`config.mk`:
```
export PLATFORM = sky130hd
export DESIGN_NAME = ir_pulse_distance_key_decoder
export DESIGN_NICKNAME = d
export VERILOG_FILES = /design/src/sv/irkd_pkg.sv /design/src/sv/irkd_classify.sv /design/src/sv/irkd_frame.sv /design/src/sv/ir_pulse_distance_key_decoder.sv
export SDC_FILE = /design/constraint.sdc
export NUM_CORES = 1
export LEC_CHECK = 0
export BUFFER_PORTS_ARGS = -buffer_cell sky130_fd_sc_hd__buf_2
export CAP_MARGIN = 20
export CORE_MARGIN = 1.5
export CORE_UTILIZATION = 43
export DETAILED_ROUTE_END_ITERATION = 8
export SYNTH_ARGS = -nofsm -noshare
export SYNTH_HDL_FRONTEND = slang
export SYNTH_SLANG_ARGS = --single-unit
```
`constraint.sdc`:
```
create_clock -name clk -period 6.5 [get_ports clk]
set_input_delay 0.65 -clock clk [delete_from_list [all_inputs] [get_ports clk]]
set_output_delay 0.65 -clock clk [all_outputs]
set_load 0.05 [all_outputs]
```
`src/sv/irkd_pkg.sv`:
```
// Shared types, constants and helpers for the IR pulse-distance key decoder.
// No dependencies; every other file of the decoder refers to this package.
`timescale 1ns / 1ps

package irkd_pkg;

  // Frame layout.
  localparam int FRAME_BITS      = 32;
  localparam int KEY_FIELD_START = 16;
  localparam int KEY_W           = 8;
  localparam int BITS_W          = 32;
  localparam int IDX_W           = $clog2(BITS_W);
  localparam int POS_W           = 6;

  // Port and register widths.
  localparam int TIME_W     = 32;
  localparam int CFG_W      = 16;
  localparam int CFG_IDX_W  = 8;
  localparam int OUT_DATA_W = 8;

  // Fixed lower bound of the zero bit window, exclusive.
  localparam logic [CFG_W-1:0] ZERO_MIN_US = CFG_W'(1000);

  // Register indexes of the configuration port.
  localparam logic [CFG_IDX_W-1:0] REG_KEY_TABLE     = CFG_IDX_W'(0);
  localparam logic [CFG_IDX_W-1:0] REG_LEAD_MIN_US   = CFG_IDX_W'(1);
  localparam logic [CFG_IDX_W-1:0] REG_LEAD_MAX_US   = CFG_IDX_W'(2);
  localparam logic [CFG_IDX_W-1:0] REG_REPEAT_MIN_US = CFG_IDX_W'(3);
  localparam logic [CFG_IDX_W-1:0] REG_REPEAT_MAX_US = CFG_IDX_W'(4);
  localparam logic [CFG_IDX_W-1:0] REG_ZERO_MAX_US   = CFG_IDX_W'(5);
  localparam logic [CFG_IDX_W-1:0] REG_ONE_MIN_US    = CFG_IDX_W'(6);
  localparam logic [CFG_IDX_W-1:0] REG_ONE_MAX_US    = CFG_IDX_W'(7);

  // Register reset values.
  localparam logic [CFG_W-1:0] KEY_TABLE_RST     = CFG_W'(3094);
  localparam logic [CFG_W-1:0] LEAD_MIN_US_RST   = CFG_W'(13000);
  localparam logic [CFG_W-1:0] LEAD_MAX_US_RST   = CFG_W'(14000);
  localparam logic [CFG_W-1:0] REPEAT_MIN_US_RST = CFG_W'(11000);
  localparam logic [CFG_W-1:0] REPEAT_MAX_US_RST = CFG_W'(12000);
  localparam logic [CFG_W-1:0] ZERO_MAX_US_RST   = CFG_W'(1500);
  localparam logic [CFG_W-1:0] ONE_MIN_US_RST    = CFG_W'(2000);
  localparam logic [CFG_W-1:0] ONE_MAX_US_RST    = CFG_W'(2500);

  // Configuration register file.
  typedef struct packed {
    logic [CFG_W-1:0] key_table;
    logic [CFG_W-1:0] lead_min_us;
    logic [CFG_W-1:0] lead_max_us;
    logic [CFG_W-1:0] repeat_min_us;
    logic [CFG_W-1:0] repeat_max_us;
    logic [CFG_W-1:0] zero_max_us;
    logic [CFG_W-1:0] one_min_us;
    logic [CFG_W-1:0] one_max_us;
  } cfg_t;

  // Window hits of one edge interval.
  typedef struct packed {
    logic lead;
    logic rpt;
    logic zero;
    logic one;
  } class_t;

  // One decoded result.
  typedef struct packed {
    logic valid;
    logic key_index;
    logic is_repeat;
  } result_t;

  // Strict window test: lo < v < hi.
  function automatic logic win_hit(logic [TIME_W-1:0] v, logic [CFG_W-1:0] lo,
                                   logic [CFG_W-1:0] hi);
    logic [TIME_W-1:0] lo_x;
    logic [TIME_W-1:0] hi_x;
    lo_x = TIME_W'(lo);
    hi_x = TIME_W'(hi);
    return (v > lo_x) && (v < hi_x);
  endfunction

endpackage

```
`src/sv/irkd_classify.sv`:
```
// Interval computation and window classification for one edge.
// Depends on irkd_pkg for the configuration and classification types.
`timescale 1ns / 1ps

module irkd_classify (
  input  logic [irkd_pkg::TIME_W-1:0] now,
  input  logic [irkd_pkg::TIME_W-1:0] prev_time,
  input  irkd_pkg::cfg_t              cfg,
  output irkd_pkg::class_t            hits
);

  logic [irkd_pkg::TIME_W-1:0] interval;

  // The timestamp wraps, so the interval is taken modulo 2^32.
  assign interval = now - prev_time;

  // Each window is tested on its own; priority is resolved downstream.
  always_comb begin
    hits.lead = irkd_pkg::win_hit(interval, cfg.lead_min_us, cfg.lead_max_us);
    hits.rpt  = irkd_pkg::win_hit(interval, cfg.repeat_min_us, cfg.repeat_max_us);
    hits.zero = irkd_pkg::win_hit(interval, irkd_pkg::ZERO_MIN_US, cfg.zero_max_us);
    hits.one  = irkd_pkg::win_hit(interval, cfg.one_min_us, cfg.one_max_us);
  end

endmodule

```
`src/sv/irkd_frame.sv`:
```
// Frame state of the decoder: previous edge, bit counter, received bits, last key.
// Depends on irkd_pkg; takes window hits from irkd_classify.
`timescale 1ns / 1ps

module irkd_frame (
  input  logic                        clk,
  input  logic                        rst,
  input  logic                        step,
  input  logic [irkd_pkg::TIME_W-1:0] now,
  input  irkd_pkg::class_t            hits,
  input  logic [irkd_pkg::CFG_W-1:0]  key_table,
  output logic [irkd_pkg::TIME_W-1:0] prev_time,
  output irkd_pkg::result_t           res
);

  localparam logic [irkd_pkg::POS_W-1:0] LAST_POS = irkd_pkg::POS_W'(irkd_pkg::FRAME_BITS);

  logic                        prev_valid;
  logic                        in_frame;
  logic [irkd_pkg::POS_W-1:0]  bit_position;
  logic [irkd_pkg::BITS_W-1:0] received_bits;
  logic                        last_key;

  logic                        prev_valid_next;
  logic [irkd_pkg::TIME_W-1:0] prev_time_next;
  logic                        in_frame_next;
  logic [irkd_pkg::POS_W-1:0]  bit_position_next;
  logic [irkd_pkg::BITS_W-1:0] received_bits_next;
  logic                        last_key_next;
  logic [irkd_pkg::POS_W-1:0]  pos_inc;
  logic [irkd_pkg::KEY_W-1:0]  field;

  assign pos_inc = bit_position + irkd_pkg::POS_W'(1);
  assign field   = received_bits_next[irkd_pkg::KEY_FIELD_START +: irkd_pkg::KEY_W];

  // Next state for one edge: lead first, then repeat, then a data bit.
  always_comb begin
    prev_valid_next    = 1'b1;
    prev_time_next     = now;
    in_frame_next      = in_frame;
    bit_position_next  = bit_position;
    received_bits_next = received_bits;
    last_key_next      = last_key;
    res                = '0;
    if (prev_valid) begin
      if (hits.lead) begin
        in_frame_next     = 1'b1;
        bit_position_next = '0;
      end else if (hits.rpt) begin
        in_frame_next     = 1'b0;
        bit_position_next = '0;
        res.valid         = 1'b1;
        res.key_index     = last_key;
        res.is_repeat     = 1'b1;
      end else if (in_frame) begin
        // A bit outside both bit windows keeps its old value.
        if (hits.zero) begin
          received_bits_next[bit_position[irkd_pkg::IDX_W-1:0]] = 1'b0;
        end else if (hits.one) begin
          received_bits_next[bit_position[irkd_pkg::IDX_W-1:0]] = 1'b1;
        end
        if (pos_inc >= LAST_POS) begin
          in_frame_next     = 1'b0;
          bit_position_next = '0;
          // Key zero wins when both bytes match.
          if (field == key_table[irkd_pkg::KEY_W-1:0]) begin
            last_key_next = 1'b0;
            res.valid     = 1'b1;
          end else if (field == key_table[2*irkd_pkg::KEY_W-1:irkd_pkg::KEY_W]) begin
            last_key_next = 1'b1;
            res.valid     = 1'b1;
          end
          res.key_index = last_key_next;
        end else begin
          bit_position_next = pos_inc;
        end
      end
    end
  end

  // State registers advance once per processed edge.
  always_ff @(posedge clk) begin
    if (rst) begin
      prev_valid    <= 1'b0;
      prev_time     <= '0;
      in_frame      <= 1'b0;
      bit_position  <= '0;
      received_bits <= '0;
      last_key      <= 1'b0;
    end else if (step) begin
      prev_valid    <= prev_valid_next;
      prev_time     <= prev_time_next;
      in_frame      <= in_frame_next;
      bit_position  <= bit_position_next;
      received_bits <= received_bits_next;
      last_key      <= last_key_next;
    end
  end

  // The bit counter stays below the frame length.
  a_pos_range: assert property (@(posedge clk) disable iff (rst)
    bit_position < LAST_POS)
    else $error("bit position out of range");

  // Outside a frame the counter rests at zero.
  a_idle_pos: assert property (@(posedge clk) disable iff (rst)
    !in_frame |-> bit_position == '0)
    else $error("bit position nonzero outside a frame");

  // A repeat result always closes the frame.
  a_repeat_ends: assert property (@(posedge clk) disable iff (rst)
    step && res.valid && res.is_repeat |=> !in_frame)
    else $error("frame still open after repeat code");

  // A full-frame result reports the key that is then remembered.
  a_key_kept: assert property (@(posedge clk) disable iff (rst)
    step && res.valid && !res.is_repeat |=> last_key == $past(res.key_index))
    else $error("remembered key differs from reported key");

endmodule

```
`src/sv/ir_pulse_distance_key_decoder.sv`:
```
// Top level of the IR pulse-distance key decoder: ports, configuration, staging.
// Depends on irkd_pkg, irkd_classify and irkd_frame.
// A result reaches the master side through the input register and then the result register.
// Throughput: one edge word per cycle; the input register and the result register
// part the two sides, so the slave side stalls only while a result waits and the next
// edge is held.
// Reset (rst, synchronous): no edge seen, no frame, key zero remembered, registers at defaults.
`timescale 1ns / 1ps

module ir_pulse_distance_key_decoder (
  input  logic                              clk,
  input  logic                              rst,
  // Edge timestamps. tdata: [31:0] edge_time_us.
  input  logic                              s_axis_tvalid,
  output logic                              s_axis_tready,
  input  logic [irkd_pkg::TIME_W-1:0]       s_axis_tdata,
  // Decoded keys. tdata: [0] key_index, [7:1] zero. tuser: [0] is_repeat.
  output logic                              m_axis_tvalid,
  input  logic                              m_axis_tready,
  output logic [irkd_pkg::OUT_DATA_W-1:0]   m_axis_tdata,
  output logic                              m_axis_tuser,
  // Configuration writes.
  input  logic                              cfg_valid,
  output logic                              cfg_ready,
  input  logic [irkd_pkg::CFG_IDX_W-1:0]    cfg_index,
  input  logic [irkd_pkg::CFG_W-1:0]        cfg_data
);

  irkd_pkg::cfg_t              cfg;
  logic                        in_valid;
  logic [irkd_pkg::TIME_W-1:0] in_time;
  logic                        step;
  logic [irkd_pkg::TIME_W-1:0] prev_time;
  irkd_pkg::class_t            hits;
  irkd_pkg::result_t           res;
  logic                        out_key;
  logic                        out_repeat;

  assign cfg_ready = 1'b1;

  // Register writes; unknown indexes are dropped.
  always_ff @(posedge clk) begin
    if (rst) begin
      cfg.key_table     <= irkd_pkg::KEY_TABLE_RST;
      cfg.lead_min_us   <= irkd_pkg::LEAD_MIN_US_RST;
      cfg.lead_max_us   <= irkd_pkg::LEAD_MAX_US_RST;
      cfg.repeat_min_us <= irkd_pkg::REPEAT_MIN_US_RST;
      cfg.repeat_max_us <= irkd_pkg::REPEAT_MAX_US_RST;
      cfg.zero_max_us   <= irkd_pkg::ZERO_MAX_US_RST;
      cfg.one_min_us    <= irkd_pkg::ONE_MIN_US_RST;
      cfg.one_max_us    <= irkd_pkg::ONE_MAX_US_RST;
    end else if (cfg_valid && cfg_ready) begin
      case (cfg_index)
        irkd_pkg::REG_KEY_TABLE:     cfg.key_table     <= cfg_data;
        irkd_pkg::REG_LEAD_MIN_US:   cfg.lead_min_us   <= cfg_data;
        irkd_pkg::REG_LEAD_MAX_US:   cfg.lead_max_us   <= cfg_data;
        irkd_pkg::REG_REPEAT_MIN_US: cfg.repeat_min_us <= cfg_data;
        irkd_pkg::REG_REPEAT_MAX_US: cfg.repeat_max_us <= cfg_data;
        irkd_pkg::REG_ZERO_MAX_US:   cfg.zero_max_us   <= cfg_data;
        irkd_pkg::REG_ONE_MIN_US:    cfg.one_min_us    <= cfg_data;
        irkd_pkg::REG_ONE_MAX_US:    cfg.one_max_us    <= cfg_data;
        default: ;
      endcase
    end
  end

  // An edge is processed once the result register can take its outcome.
  assign step          = in_valid && (!m_axis_tvalid || m_axis_tready);
  assign s_axis_tready = !in_valid || step;

  // Input register.
  always_ff @(posedge clk) begin
    if (rst) begin
      in_valid <= 1'b0;
    end else if (s_axis_tready) begin
      in_valid <= s_axis_tvalid;
    end
  end

  always_ff @(posedge clk) begin
    if (s_axis_tvalid && s_axis_tready) begin
      in_time <= s_axis_tdata;
    end
  end

  irkd_classify u_classify (
    .now       (in_time),
    .prev_time (prev_time),
    .cfg       (cfg),
    .hits      (hits)
  );

  irkd_frame u_frame (
    .clk       (clk),
    .rst       (rst),
    .step      (step),
    .now       (in_time),
    .hits      (hits),
    .key_table (cfg.key_table),
    .prev_time (prev_time),
    .res       (res)
  );

  // Result register.
  always_ff @(posedge clk) begin
    if (rst) begin
      m_axis_tvalid <= 1'b0;
    end else if (step && res.valid) begin
      m_axis_tvalid <= 1'b1;
    end else if (m_axis_tready) begin
      m_axis_tvalid <= 1'b0;
    end
  end

  always_ff @(posedge clk) begin
    if (step && res.valid) begin
      out_key    <= res.key_index;
      out_repeat <= res.is_repeat;
    end
  end

  assign m_axis_tdata = {(irkd_pkg::OUT_DATA_W - 1)'(0), out_key};
  assign m_axis_tuser = out_repeat;

  // The slave side stalls only behind a held edge and a waiting result.
  a_stall_cause: assert property (@(posedge clk) disable iff (rst)
    !s_axis_tready |-> in_valid && m_axis_tvalid && !m_axis_tready)
    else $error("input stalled without a waiting result");

  // A new result never overwrites one that was not taken.
  a_no_overwrite: assert property (@(posedge clk) disable iff (rst)
    m_axis_tvalid && !m_axis_tready |-> !step)
    else $error("pending result overwritten");

  // Once an edge is held, it is processed or still held in the next cycle.
  a_edge_kept: assert property (@(posedge clk) disable iff (rst)
    in_valid && !step |=> in_valid && $stable(in_time))
    else $error("held edge lost");

endmodule
```
==> run_results.csv <==
group,metric,value,unit
outcome,status,"complete, no violations",
sta,hold_viol,0,
cells_and_area,final_area,14900,um2
worst_setup_path,worstPathRequired,6770,ps
clocking,cts_root_buffer,"clkbuf_16",
yosys,synth-seq-cells,213,
worst_setup_path,path_common_cell,"buf_4",
floorplanning,num_rows,64,
clocking,clock_path_buffers,3,
cells_and_area,fillers,3040,
yosys,yosysWarnings,0,
cells_and_area,layout-area-overhead-vs-synth,12.6,%
sta,holdWs,288,ps
yosys,syn_area,13200,um2
clocking,h-tree-depth,1,
sta,period_share,94.2,%
clocking,cts_buffers,26,
sta,drv_slew,0,
routing,vias,11601,
routing,via_per_inst,5.49,
floorplanning,start_util,43.5,%
run,maxCapViolCount,0,
routing,ant_nets,0,
power,total_power,3.92,mW
grt,grt_first_pass_wirelength,58300,um
cells_and_area,drive_above_1_share,10.7,%
place,hpwlAfterDp,26300,um
grt,grt_overflow_total,0,
yosys,async_reset_ff_share,0,%
sta,max_slew_margin,37.4,%
sta,fmax,163,MHz
cells_and_area,multi_input_area,7730,um2
cells_and_area,stdcell_count,2114,
grt,antenna_found_initial,0,
clocking,clk_latency,540,ps
worst_setup_path,r2r.worst_path.cells,28,
hold_path,hp-start,"s_axis_tdata[10]",
place,post-place-ws,175,ps
routing,drc,0,
floorplanning,die_x,178,um
sta,rsz0062_at_grt,"false",
power,p_leak,5.97,nW
power,peakVddDrop,215,uV
worst_setup_path,cp_max_fo,7,
grt,grt_pass1_vias,10870,
power,seq_power_share,35.4,%
yosys,synthFlopType,"dfxtp_1",
place,port_buffers,64,
worst_setup_path,start_kind,"register",
routing,routed_wl,36600,um
place,numPlacedInstances,2064,
floorplanning,die_h,178,um
power,power.clock.fraction,39.7,%
routing,drtIter0Drc,900,
yosys,ys_seq_area_share,34.8,%
worst_setup_path,critPathSlowestCell,"or4_4",
grt,grt_max_degree,72,
place,place.gp.congestion,0.900,
power,powerDensity,263,nW/um2
sta,tightest_slew,939,ps
power,power_switching,1.21,mW
sta,setup_tns,0,ps
sta,min_period,6120,ps
grt,track_usage,23.2,%
sta,finalClockSkew,12.8,ps
worst_setup_path,worstReg2RegStart,"in_time[0]",
power,power.internal,2.71,mW
cells_and_area,fin_util,49.0,%
yosys,synth_cell_types,88,
yosys,syn_avg_cell_area,8.01,um2
worst_setup_path,r2r_end,"out_key",
floorplanning,design.core.area,30400,um2
routing,wl_per_cell,17.3,um
yosys,synth_edf_count,34,
clocking,clkSinkCount,213,
clocking,clk_pin_slew,60,ps
floorplanning,dieArea,31800,um2
routing,drt_first_pass_iters,5,
cells_and_area,nets,1896,
place,dpl_cell_area,13900,um2
clocking,cts_tree,"yes",
hold_path,hold_class,"input pin to register",
worst_setup_path,critPathMaxStageDelay,590,ps
sta,setup_violations,0,
worst_setup_path,critical_path.endpoint_type,"register",
worst_setup_path,crit_arrival,6400,ps
power,combPwrFrac,24.9,%
cells_and_area,antenna_cells,0,
power,power.share.switching,30.8,%
sta,setup_ws,375,ps
cells_and_area,seq_area,4600,um2
yosys,synthCells,1653,
floorplanning,ios,73,
worst_setup_path,reg2reg_slack,380,ps
hold_path,min_delay_path_depth,1,
hold_path,holdPathEnd,"in_time[10]",
clocking,cts-hold-fix-buffers,0,
worst_setup_path,worstSetupPathType,"register to register",
[routing by layer]
layer  up-vias  wire (um)  part of all wire, %  track usage, %
li1       5865          -                    -               -
met1      5423      17100                   47            31.4
met3        55       1880                  5.1            2.86
met5         -          0                    0               0
met2       258      16900                   46            39.0
met4         0        712                  1.9            5.63
[cell usage after synthesis (all sizes together), types with 6 or more instances]
cell type / n / area [um2]
nand4: 24 / 156
nand2b: 7 / 43.8
or3: 7 / 43.8
o21a: 8 / 60.1
and3: 15 / 93.8
a41oi: 7 / 61.3
nor4: 9 / 86.3
xnor2: 13 / 114
nor2: 63 / 236
nand2: 349 / 1310
o21bai: 6 / 56.3
and4: 6 / 52.6
a211oi: 23 / 200
inv: 150 / 563
nand3b: 11 / 82.6
buf: 29 / 206
ha: 136 / 1700
o21ai: 45 / 229
a21o: 24 / 180
edfxtp: 34 / 1020
and2: 10 / 62.6
nand3: 28 / 140
a31oi: 11 / 90.1
dfxtp: 179 / 3580
xor2: 15 / 131
a311oi: 7 / 61.3
a22oi: 15 / 113
o211ai: 53 / 403
a21oi: 191 / 960
clkbuf: 61 / 234
nor3: 29 / 150
[cell type report]
type / count / share of cell area (%)
multi-input cells: 1206 / 51.9
repair buffers: 101 / 4.03
clock inverters: 14 / 1.36
well taps: 396 / 3.32
inverters: 150 / 3.78
flip-flops and latches: 213 / 30.9
clock buffers: 34 / 4.77
[state kept, by name (all words and copies together) (netlist names)]
| name | count |
|---|---|
| u_frame.prev_time | 32 |
| cfg | 128 |
| u_frame.prev_valid | 1 |
| in_valid | 1 |
| m_axis_tuser | 1 |
| u_frame.bit_position | 6 |
| out_key | 1 |
| m_axis_tvalid | 1 |
| u_frame.in_frame | 1 |
| u_frame.received_bits | 8 |
| in_time | 32 |
| u_frame.last_key | 1 |
[critical path, delay by kind of cell, from the launching register on]
kind	cells	cell delay [ps]
XOR/XNOR	1	120
flip-flops	1	380
AND/OR/NAND/NOR	9	1970
buffers and inverters	5	670
adder cells (fa/ha/maj)	3	880
AO/OA/AOI/OAI	10	1840
[repair_timing]
action                     4_1_cts  5_1_grt
setup buffers                    0        2
hold endpoints to repair         0        0
setup endpoints to repair        0        5
gates resized for setup          0       12
[logic make-up (layout without fill, tap and decap cells)]
logic type                 after synthesis  after routing  synth area share (%)
and+or+nand+nor                        585            585                  20.2
DFF                                    213            213                  34.8
muxes                                    3              3                 0.227
buffers and inverters                  240            299                  7.58
xor gates and xnor gates                29             29                  2.02
AOI/OAI and AO/OA                      442            442                  22.0
adders and majority gates              139            139                  13.2
other                                    2              8                0.0567
[power groups by stage]
stage | sequential, mW | clock [mW] | combinational, mW
finish | 1.39 | 1.55 | 0.975
global route | 1.39 | 1.65 | 1.09
CTS | 1.39 | 1.59 | 0.963
detailed placement | 1.42 | 0 | 0.954
global placement | 1.42 | 0 | 0.939
floorplan | 1.41 | 0 | 0.662
[worst max-delay path by stage]
stage	endpoint	cells past startpoint	slack, ps	from
6_report	out_key	28	380	in_time[0]
5_1_grt	m_axis_tuser	25	3	in_time[0]
4_1_cts	out_key	25	170	in_time[0]
3_5_place_dp	out_key	25	180	in_time[0]
3_3_place_gp	m_axis_tuser	25	290	in_time[0]
2_1_floorplan	m_axis_tuser	26	630	in_time[0]
[cell usage in the layout, fill, tap and decap left out, drive strengths merged, types with 23 or more instances in the layout]
cell	netlist	routed
a21o	24	24
nand3	28	28
o21ai	45	45
inv	150	151
nor3	29	29
clkbuf	61	34
a21oi	191	191
o211ai	53	53
nand4	24	24
ha	136	136
dfxtp	179	179
a211oi	23	23
nor2	63	63
buf	29	101
edfxtp	34	34
nand2	349	349
Note: power is estimated with default switching activity, not from simulation.
